===== src/rtl/core/chte_pkg.sv =====
// ----------------------------------------------------------------------------
// chte_pkg
// Types and codes shared by the chunk hash table engine.
// ----------------------------------------------------------------------------
package chte_pkg;

	localparam logic [1:0] REQ_PLACE  = 2'd0;
	localparam logic [1:0] REQ_CREATE = 2'd1;
	localparam logic [1:0] REQ_LOOKUP = 2'd2;

	localparam logic [2:0] ST_FOUND      = 3'd0;
	localparam logic [2:0] ST_CREATED    = 3'd1;
	localparam logic [2:0] ST_NOT_FOUND  = 3'd2;
	localparam logic [2:0] ST_POOL_EMPTY = 3'd3;
	localparam logic [2:0] ST_LIST_FULL  = 3'd4;

	localparam int unsigned HASH_X = 19;
	localparam int unsigned HASH_Y = 32;
	localparam int unsigned HASH_Z = 7;

	typedef struct packed {
		logic [1:0]         req_type;
		logic signed [31:0] chunk_x;
		logic signed [31:0] chunk_y;
		logic signed [31:0] chunk_z;
		logic [15:0]        entity_id;
	} req_t;

	typedef struct packed {
		logic [2:0] status;
		logic [8:0] entry_index;
		logic [4:0] entity_count;
	} rsp_t;

	// controller -> datapath
	typedef struct packed {
		logic load;      // capture request, compute hash
		logic rd_home;   // read entry at home bucket
		logic rd_link;   // read entry at link
		logic claim;     // write key at current node
		logic alloc;     // allocate pool node, link it
		logic append;    // write entity, bump count
		logic clr_pass;  // write reset value at clear pointer
	} cmd_t;

	// datapath -> controller
	typedef struct packed {
		logic match;
		logic cnt_zero;
		logic link_end;
		logic pool_full;
		logic list_full;
		logic may_create;
		logic is_place;
		logic clr_done;
	} sts_t;

endpackage


===== src/rtl/core/chte_ctrl.sv =====
// ----------------------------------------------------------------------------
// chte_ctrl
// Sequencer: clearing pass, chain walk, claim, allocate, append, respond.
// ----------------------------------------------------------------------------
module chte_ctrl (
	input  logic             clk,
	input  logic             arst_n,
	input  logic             req_valid,
	output logic             req_stall,
	output chte_pkg::cmd_t   cmd,
	input  chte_pkg::sts_t   sts,
	input  logic [8:0]       node_index,
	input  logic [4:0]       node_count,
	output logic             rsp_valid,
	input  logic             rsp_stall,
	output chte_pkg::rsp_t   rsp
);

	localparam logic [2:0] S_CLEAR = 3'd0;
	localparam logic [2:0] S_IDLE  = 3'd1;
	localparam logic [2:0] S_HOME  = 3'd2;
	localparam logic [2:0] S_CHECK = 3'd3;
	localparam logic [2:0] S_REREAD = 3'd4;
	localparam logic [2:0] S_FIN   = 3'd5;
	localparam logic [2:0] S_OUT   = 3'd6;

	logic [2:0] state_q, state_d;
	logic [2:0] stat_q, stat_d;
	logic       rsp_ld;
	logic [2:0] rsp_st;
	logic [8:0] rsp_ix;
	logic [4:0] rsp_ct;

	assign req_stall = (state_q != S_IDLE);

	always_comb begin
		state_d = state_q;
		stat_d  = stat_q;
		cmd     = '0;
		rsp_ld  = 1'b0;
		rsp_st  = stat_q;
		rsp_ix  = node_index;
		rsp_ct  = node_count;
		unique case (state_q)
			S_CLEAR: begin
				cmd.clr_pass = 1'b1;
				if (sts.clr_done) begin
					state_d = S_IDLE;
				end
			end
			S_IDLE: begin
				if (req_valid) begin
					cmd.load = 1'b1;
					state_d  = S_HOME;
				end
			end
			S_HOME: begin
				cmd.rd_home = 1'b1;
				state_d     = S_CHECK;
			end
			S_CHECK: begin
				priority if (sts.match) begin
					stat_d  = chte_pkg::ST_FOUND;
					state_d = S_FIN;
				end else if (sts.may_create && sts.cnt_zero) begin
					cmd.claim = 1'b1;
					stat_d    = chte_pkg::ST_CREATED;
					state_d   = S_FIN;
				end else if (!sts.link_end) begin
					cmd.rd_link = 1'b1;
				end else if (!sts.may_create) begin
					stat_d  = chte_pkg::ST_NOT_FOUND;
					state_d = S_OUT;
				end else if (sts.pool_full) begin
					stat_d  = chte_pkg::ST_POOL_EMPTY;
					state_d = S_OUT;
				end else begin
					cmd.alloc = 1'b1;
					stat_d    = chte_pkg::ST_CREATED;
					state_d   = S_REREAD;
				end
			end
			S_REREAD: begin
				state_d = S_FIN;
			end
			S_FIN: begin
				if (sts.is_place && sts.list_full) begin
					rsp_st = chte_pkg::ST_LIST_FULL;
				end else if (sts.is_place) begin
					cmd.append = 1'b1;
					rsp_ct     = node_count + 5'd1;
				end
				rsp_ld  = 1'b1;
				state_d = S_OUT;
			end
			S_OUT: begin
				if (!rsp_valid || !rsp_stall) begin
					state_d = S_IDLE;
				end
			end
			default: begin
				state_d = S_IDLE;
			end
		endcase
		if (state_q == S_CHECK && state_d == S_OUT) begin
			rsp_ld = 1'b1;
			rsp_st = stat_d;
			rsp_ix = '0;
			rsp_ct = '0;
		end
	end

	// hold the result register until taken; S_OUT waits for it to drain
	always_ff @(posedge clk or negedge arst_n) begin
		if (!arst_n) begin
			state_q   <= S_CLEAR;
			stat_q    <= chte_pkg::ST_FOUND;
			rsp_valid <= 1'b0;
		end else begin
			state_q <= state_d;
			stat_q  <= stat_d;
			if (rsp_ld) begin
				rsp_valid <= 1'b1;
			end else if (!rsp_stall) begin
				rsp_valid <= 1'b0;
			end
		end
	end

	always_ff @(posedge clk) begin
		if (rsp_ld) begin
			rsp.status       <= rsp_st;
			rsp.entry_index  <= rsp_ix;
			rsp.entity_count <= rsp_ct;
		end
	end

endmodule


===== config.mk =====
export PLATFORM = sky130hd
export DESIGN_NAME = chte_ctrl
export DESIGN_NICKNAME = d
export VERILOG_FILES = /design/src/rtl/core/chte_pkg.sv /design/src/rtl/core/chte_ctrl.sv
export SDC_FILE = /design/constraint.sdc
export NUM_CORES = 1
export LEC_CHECK = 0
export BUFFER_PORTS_ARGS = -buffer_cell sky130_fd_sc_hd__buf_2
export CAP_MARGIN = 10
export CORE_ASPECT_RATIO = 1.2
export CORE_MARGIN = 2
export CORE_UTILIZATION = 42
export CTS_CLUSTER_SIZE = 8
export DETAILED_ROUTE_END_ITERATION = 8
export PLACE_DENSITY = 0.74
export REMOVE_ABC_BUFFERS = 1
export SLEW_MARGIN = 5
export SYNTH_ARGS = -nofsm -noshare
export SYNTH_HDL_FRONTEND = slang
export SYNTH_SLANG_ARGS = --single-unit

===== constraint.sdc =====
create_clock -name clk -period 1.8 [get_ports clk]
set_clock_uncertainty 0.2 [all_clocks]
set_input_delay 0.27 -clock clk [delete_from_list [all_inputs] [get_ports clk]]
set_output_delay 0.27 -clock clk [all_outputs]
set_load 0.01 [all_outputs]

Word level (Yosys, flattened, before mapping). Cells that the tools add are included.

Register bits after elaboration: 24. Input port bits: 26. Output and inout port bits: 26.

Add/subtract/negate cells: 1. Equality and inequality tests: 9. Mux-type cells: 41. Reduce and logical (&&, ||, !) cells: 7.

Operator list (number): $mux 3 (16); $pmux 3 s7 (1); $mux 1 (18); $mux 5 (3); $eq 3x3->1 const B (4); $eq 3x2->1 const B (2); $mux 2 (3); $add 5x1->5 const B (1); $eq 3x1->1 const B (1); $logic_and 1x1->1 (3); $logic_not 3->1 (1); $ne 3x1->1 const B (1); $logic_not 1->1 (2); $ne 2x1->1 const B (1); $logic_or 1x1->1 (1).

Logic depth before layout (Yosys ltp). Gate-level depths: netlist of the first run.

Word-level depth: 10. Gate-level depth with buffers: 5.

Worst setup path after synthesis of the first run. No wires, ideal clock.

Path type: reg-to-reg. From: register state_q[2]. To: register rsp[0] (netlist bit), enable pin. Library setup time: 0.376 ns. Arrival time: 1.410 ns. Required time: 1.224 ns. Path slack: -0.187 ns. Cell stages (with the launch flop): 4. Buffers on the path: 0. Period minus slack after synthesis: 1.987 ns. Cells stage by stage: dfrtp_1 -> nand3b_4 -> a211oi_4 -> nand2b_1.

Cells in the longest elaborated chain, start to end: 7. Elaborated cells between the ends (all ways): 18.

RTL lines: from (decl) (line chte_ctrl.sv:27) `logic [2:0] state_q, state_d;`; from (signal assigned) (line chte_ctrl.sv:120) `state_q <= state_d;`; $mux 3 (line chte_ctrl.sv:69) `end else if (!sts.link_end) begin`; $mux 3 (line chte_ctrl.sv:65) `end else if (sts.may_create && sts.cnt_zero) begin`; $mux 3 (line chte_ctrl.sv:62) `priority if (sts.match) begin`; $pmux 3 s7 (line chte_ctrl.sv:44) `unique case (state_q)`; $eq 3x3->1 (line chte_ctrl.sv:105) `if (state_q == S_CHECK && state_d == S_OUT) begin`; $logic_and 1x1->1 (line chte_ctrl.sv:105); $mux 1 (*) (line chte_ctrl.sv:105); named net rsp_ld (line chte_ctrl.sv:29) `logic rsp_ld;`; to (decl) (line chte_ctrl.sv:16) `output chte_pkg::rsp_t rsp`.

Mark *: on every way through the listed nets, which the timed path passes. The rest lies on a longest branch. A chain may end at the register's enable or synchronous reset.

Worst setup path after layout of the first run.
From: register state_q[1]. To: register rsp[16] (netlist bit), enable pin.

Same word-level chain as after synthesis.

==> reports/qor.yml, run 1 <==
critical_path:
  start_kind: "flop"
  required_ns: 1.64
  cp.arrival_ns: 1.66
  critPathCaptureType: "flop"
  cp_max_fo: 5
  critPathKind: "flop to flop"
timing:
  setup_viol: 7
  slew_headroom_pct: 82.5
  holdWs_ns: 0.00244
  worst_slew_pin_slew_ns: 0.260
  fin_crit_ns: 1.82
  grt_setup_unrepaired: "true"
  tns_ns: -0.0969
  drv_slew: 0
  finalCritPeriodShare_pct: 101
  finalHoldViolations: 0
  fmax_mhz: 550
  setup_ws_ns: -0.0187
synth:
  ys_ff_latch: 24
  synth_top_area_share_pct: 41.3
  ys_seq_area_share_pct: 55.5
  synth.area.top_cells: "edfxtp_1, dfrtp_1, nor2b_1"
  synth_edf_count: 17
  synth_common_cells: "edfxtp_1, nor2_1, nor2b_1"
  synth_top_area_cell: "edfxtp_1"
  ys.flop_type: "edfxtp_1"
  yosysMostFrequentCell: "edfxtp_1"
  synth_area_sq_um: 1240
  syn_inst: 111
  avgSynthCellArea_sq_um: 11.1
  yosysUniqueCellTypes: 36
  async_flop_share_pct: 29.2
  ys_warn_count: 0
clocking:
  cts_tree: "yes"
  cts_buffers: 3
  worstSkewPairLatency_ns: 0.31
  clk_pin_slew_ns: 0.13
  htree_levels: 1
  clockRootBuffer: "clkbuf_4"
  clockBufferDepth: 2
  cts.sinks: 24
die:
  die_h_um: 63.4
  dieArea_sq_um: 3400
  start_util_pct: 44.0
  rows: 21
  io_pins: 52
  die_x_um: 53.5
  core_sq_um: 2810
layout:
  layout-drive-gt1-share_pct: 48.9
  syn_to_final_growth_pct: 46.7
  final_core_util_pct: 64.5
  diodes: 0
  nNetsFinal: 208
  finalInstanceArea_sq_um: 1810
power_and_ir_drop:
  power_density_nw_per_um2: 1290
  peakVddDrop_mv: 0.871
  p_leak_nw: 0.817
route:
  routed-via-count: 1074
  drc: 0
  routed_wirelength_mm: 2.88
  final_antenna_net_count: 0
  drt_iter0_markers: 16
  dr.pass1.iters: 4
  post_drt_wl_per_cell_um: 13.4
  vias_per_cell: 5.02
flow_run:
  max-cap-violations: 0
global_routing:
  grt_overflow: 0
  antenna_found_initial: 0
  first_global_vias: 957
  grt_max_degree: 19
  grt.total_usage_pct: 17.1
  grt_pass1_wl_mm: 4.33
outcome:
  status: "complete, but fails checks"
  violations: "negative setup slack"
worst_hold_path:
  hold_class: "primary input to flop"
placed_design:
  place.gp.congestion: 0.784
  numPortBuffers: 51
  place_area_sq_um: 1560
  hpwl_mm: 2.07
-- final timing paths --
path                                      start  slack, ns               endpoint  depth (start not counted)
hold reg to reg             stat_q[2]$_DFF_PN0_       0.31    stat_q[2]$_DFF_PN0_                          2
hold / removal                        rsp_stall      0.002  rsp_valid$_DFFE_PN0P_                          3
setup reg to reg           state_q[1]$_DFF_PN0_      -0.02      rsp[16]$_DFFE_PP_                          6
max in group asynchronous                arst_n       1.11   state_q[0]$_DFF_PN0_                          2
setup / recovery           state_q[1]$_DFF_PN0_      -0.02      rsp[16]$_DFFE_PP_                          6
min in group asynchronous                arst_n       0.12  rsp_valid$_DFFE_PN0P_                          2
-- report_power, final --
group | leakage (nW) | switching (mW) | internal, mW
Sequential | 0.242 | 0.0906 | 0.793
Combinational | 0.553 | 0.552 | 0.619
Clock | 0.0210 | 0.159 | 0.123
Total | 0.817 | 0.801 | 1.54
-- timing repair --
action                     in CTS  in global routing
setup endpoints to repair       5                 33
hold endpoints to repair        7                  0
pin swaps                       2                  4
gates cloned                    0                  2
gates resized for setup         9                 10
buffers inserted                5                  5
hold buffers                    1                  0
-- cell families after synthesis --
logic type / synth area share [%]
AO/OA/AOI/OAI: 11.1
XOR/XNOR: 2.83
adder cells (fa/ha/maj): 1.01
buffers and inverters: 3.24
flip-flops: 55.5
multiplexers: 0.810
AND/OR/NAND/NOR: 25.5
-- sequential cells by signal, indices dropped and copies added (netlist names) --
signal and flops:
rsp 17, stat_q 3, state_q 3, rsp_valid 1
-- layout make-up --
class                           count  area [sq um]
Multi-Input combinational cell     79           581
Sequential cell                    24           687
Timing Repair Buffer               69           452
Inverter                            4          15.0
Fill cell                         213           998
Clock buffer                        4          36.3
Tap cell                           34          42.5
-- routing by layer --
metal	up-vias	global-route usage (%)	share of wire (%)
li1	533	-	-
met1	495	21.7	38
met2	44	29.5	53
met3	2	3.79	8.3
met4	0	2.88	0.28
met5	-	0	0
-- placed cells by master, fill, tap and decap left out, types with 2 or more instances in the layout --
cell type  netlist  layout
xnor2_1          4       4
nor2b_1          9       9
nor3_1           4       3
a21o_1           3       3
buf_2            2      50
nand3b_4         1       2
inv_1            4       4
edfxtp_1        17      17
a21oi_1          5       5
o21ai_0          5       5
clkbuf_4         0       3
buf_6            0       7
nor2_1          10       9
nor3b_2          0       2
nand2_1          8       8
dfrtp_1          7       6
nor3_2           1       2
buf_4            2       9
nand4_1          2       2
nand2b_4         1       3
nand2b_1         6       4
-- through the flow --
step           std cells  power, mW  setup WS, ns
3_3_place_gp         197       1.68         0.164
2_1_floorplan        107       1.36        -0.507
5_1_grt              214       2.49       -0.0830
6_report             214       2.34       -0.0187
4_1_cts              207       2.14       -0.0218
3_5_place_dp         197       1.71         0.107
-- critical path, cell delays in order, from the launching register on --
cell and delay, ns:
dfrtp_1 0.42, buf_6 0.12, nand3b_4 0.12, buf_6 0.15, a211oi_4 0.17, nand2b_4 0.21
clkbuf_16 0.15
No activity file was read; power rests on OpenSTA's default activity.
==> run 2, diff against run 1 <==
- CORE_UTILIZATION: 42 -> 47
- PLACE_DENSITY: 0.74 -> 0.79
- clock period: 1.8 -> 1.9 ns (I/O delays scaled with it)
==> reports/qor.yml, run 2 (synthesis results as in run 1) <==
flow_run:
  max-cap-violations: 0
die:
  core_sq_um: 2530
  rows: 20
  dieArea_sq_um: 3060
  start_util_pct: 48.9
  die_h_um: 60.2
  die_x_um: 50.8
  io_pins: 52
power_and_ir_drop:
  p_clk_share_pct: 11.0
  p_int_mw: 1.29
  comb_power_share_pct: 46.5
  pwr-share-seq_pct: 42.5
  total_power_mw: 1.98
  power_density_nw_per_um2: 1170
  p_leak_nw: 0.763
  peakVddDrop_mv: 0.937
  switching_power_mw: 0.690
  switching_share_pct: 34.9
global_routing:
  grt_overflow: 0
  grt_max_degree: 19
  grt_pass1_wl_mm: 4.07
  first_global_vias: 969
  antenna_found_initial: 0
  grt.total_usage_pct: 17.7
timing:
  holdWs_ns: 0.0142
  setup_viol: 0
  fin_crit_ns: 1.85
  setup_ws_ns: 0.0503
  worst_slew_pin_slew_ns: 0.244
  drv_slew: 0
  fmax_mhz: 541
  finalCritPeriodShare_pct: 97.4
  finalHoldViolations: 0
  grt_setup_unrepaired: "true"
  tns_ns: 0
  slew_headroom_pct: 83.5
route:
  drc: 0
  routed_wirelength_mm: 2.56
  routed-via-count: 1061
  post_drt_wl_per_cell_um: 12.4
  vias_per_cell: 5.13
  dr.pass1.iters: 4
  final_antenna_net_count: 0
  drt_iter0_markers: 12
layout:
  largest_reg_flops: 17
  diodes: 0
  nNetsFinal: 202
  top_regs: "rsp x17, stat_q x3, state_q x3"
  layout_common_cells: "buf_2, edfxtp_1, nor2_1"
  stdcell_count: 207
  syn_to_final_growth_pct: 37.1
  layout_commonest_cell: "buf_2"
  regMostFlops: "rsp"
  layout-drive-gt1-share_pct: 44.8
placed_design:
  numPortBuffers: 51
  placed_cells: 196
  place.gp.congestion: 0.819
  pre_cts_ws_ns: 0.226
  hpwl_mm: 1.94
clocking:
  cts.sinks: 24
  clockBufferDepth: 2
  clk_pin_slew_ns: 0.13
  cts_buffers: 3
  cts_tree: "yes"
  worstSkewPairLatency_ns: 0.31
  clockRootBuffer: "clkbuf_4"
  htree_levels: 1
critical_path:
  critPathCaptureType: "output pin"
  required_ns: 1.41
  cp_max_fo: 6
  cp.arrival_ns: 1.36
  start_kind: "flop"
  critPathKind: "flop to output pin"
outcome:
  status: "complete, no violations"
worst_hold_path:
  hold_class: "primary input to flop"
run 2: path summary, 6_finish.rpt:
check / start / to / slack, ns / depth (start not counted)
setup / recovery: state_q[2]$_DFF_PN0_ / cmd[0] / 0.05 / 4
hold / removal: rsp_stall / rsp_valid$_DFFE_PN0P_ / 0.01 / 3
setup reg to reg: state_q[1]$_DFF_PN0_ / rsp[14]$_DFFE_PP_ / 0.09 / 6
hold reg to reg: stat_q[2]$_DFF_PN0_ / stat_q[2]$_DFF_PN0_ / 0.32 / 2
max in group asynchronous: arst_n / stat_q[2]$_DFF_PN0_ / 1.19 / 2
min in group asynchronous: arst_n / state_q[1]$_DFF_PN0_ / 0.12 / 2
run 2: area by class of cell:
| class | instances | area [sq um] |
|---|---|---|
| Fill cell | 212 | 832 |
| Sequential cell | 24 | 688 |
| Multi-Input combinational cell | 79 | 561 |
| Timing Repair Buffer | 63 | 364 |
| Tap cell | 33 | 41.3 |
| Clock buffer | 3 | 22.5 |
| Inverter | 4 | 15.0 |
| Clock inverter | 1 | 3.75 |
run 2: per-layer routing:
layer,GRT usage (%),routed length [um],vias to the layer above
met5,0,0,-
met4,5.02,10,0
met2,35.5,1320,40
met1,18.9,1080,503
li1,-,-,516
met3,2.75,151,2
run 2: stage by stage:
stage	utilization, %	cell area (sq um)
floorplan	-	1210
global placement	61.6	1560
detailed placement	61.6	1560
CTS	64.3	1620
global route	67.1	1700
finish	67.1	1700
run 2: critical path, cell delays in order, from the launching register on:
cell and delay [ns]:
dfrtp_1 0.44, buf_6 0.14, buf_4 0.13, nor3_1 0.18, buf_2 0.16
run 2: power by group through the flow:
stage | Clock (mW) | Combinational [mW] | Sequential, mW
2_1_floorplan | 0 | 0.359 | 0.926
3_3_place_gp | 0 | 0.743 | 0.841
3_5_place_dp | 0 | 0.759 | 0.847
4_1_cts | 0.221 | 0.819 | 0.838
5_1_grt | 0.245 | 1.02 | 0.856
6_report | 0.217 | 0.920 | 0.840
run 2: timing repair:
item                                   in CTS  in global routing
endpoints found under the hold margin       7                  0
gates resized for setup                     3                  8
setup endpoints to repair                   3                  5
hold buffers                                1                  0
pin swaps                                   0                  3
buffers inserted                            2                  4
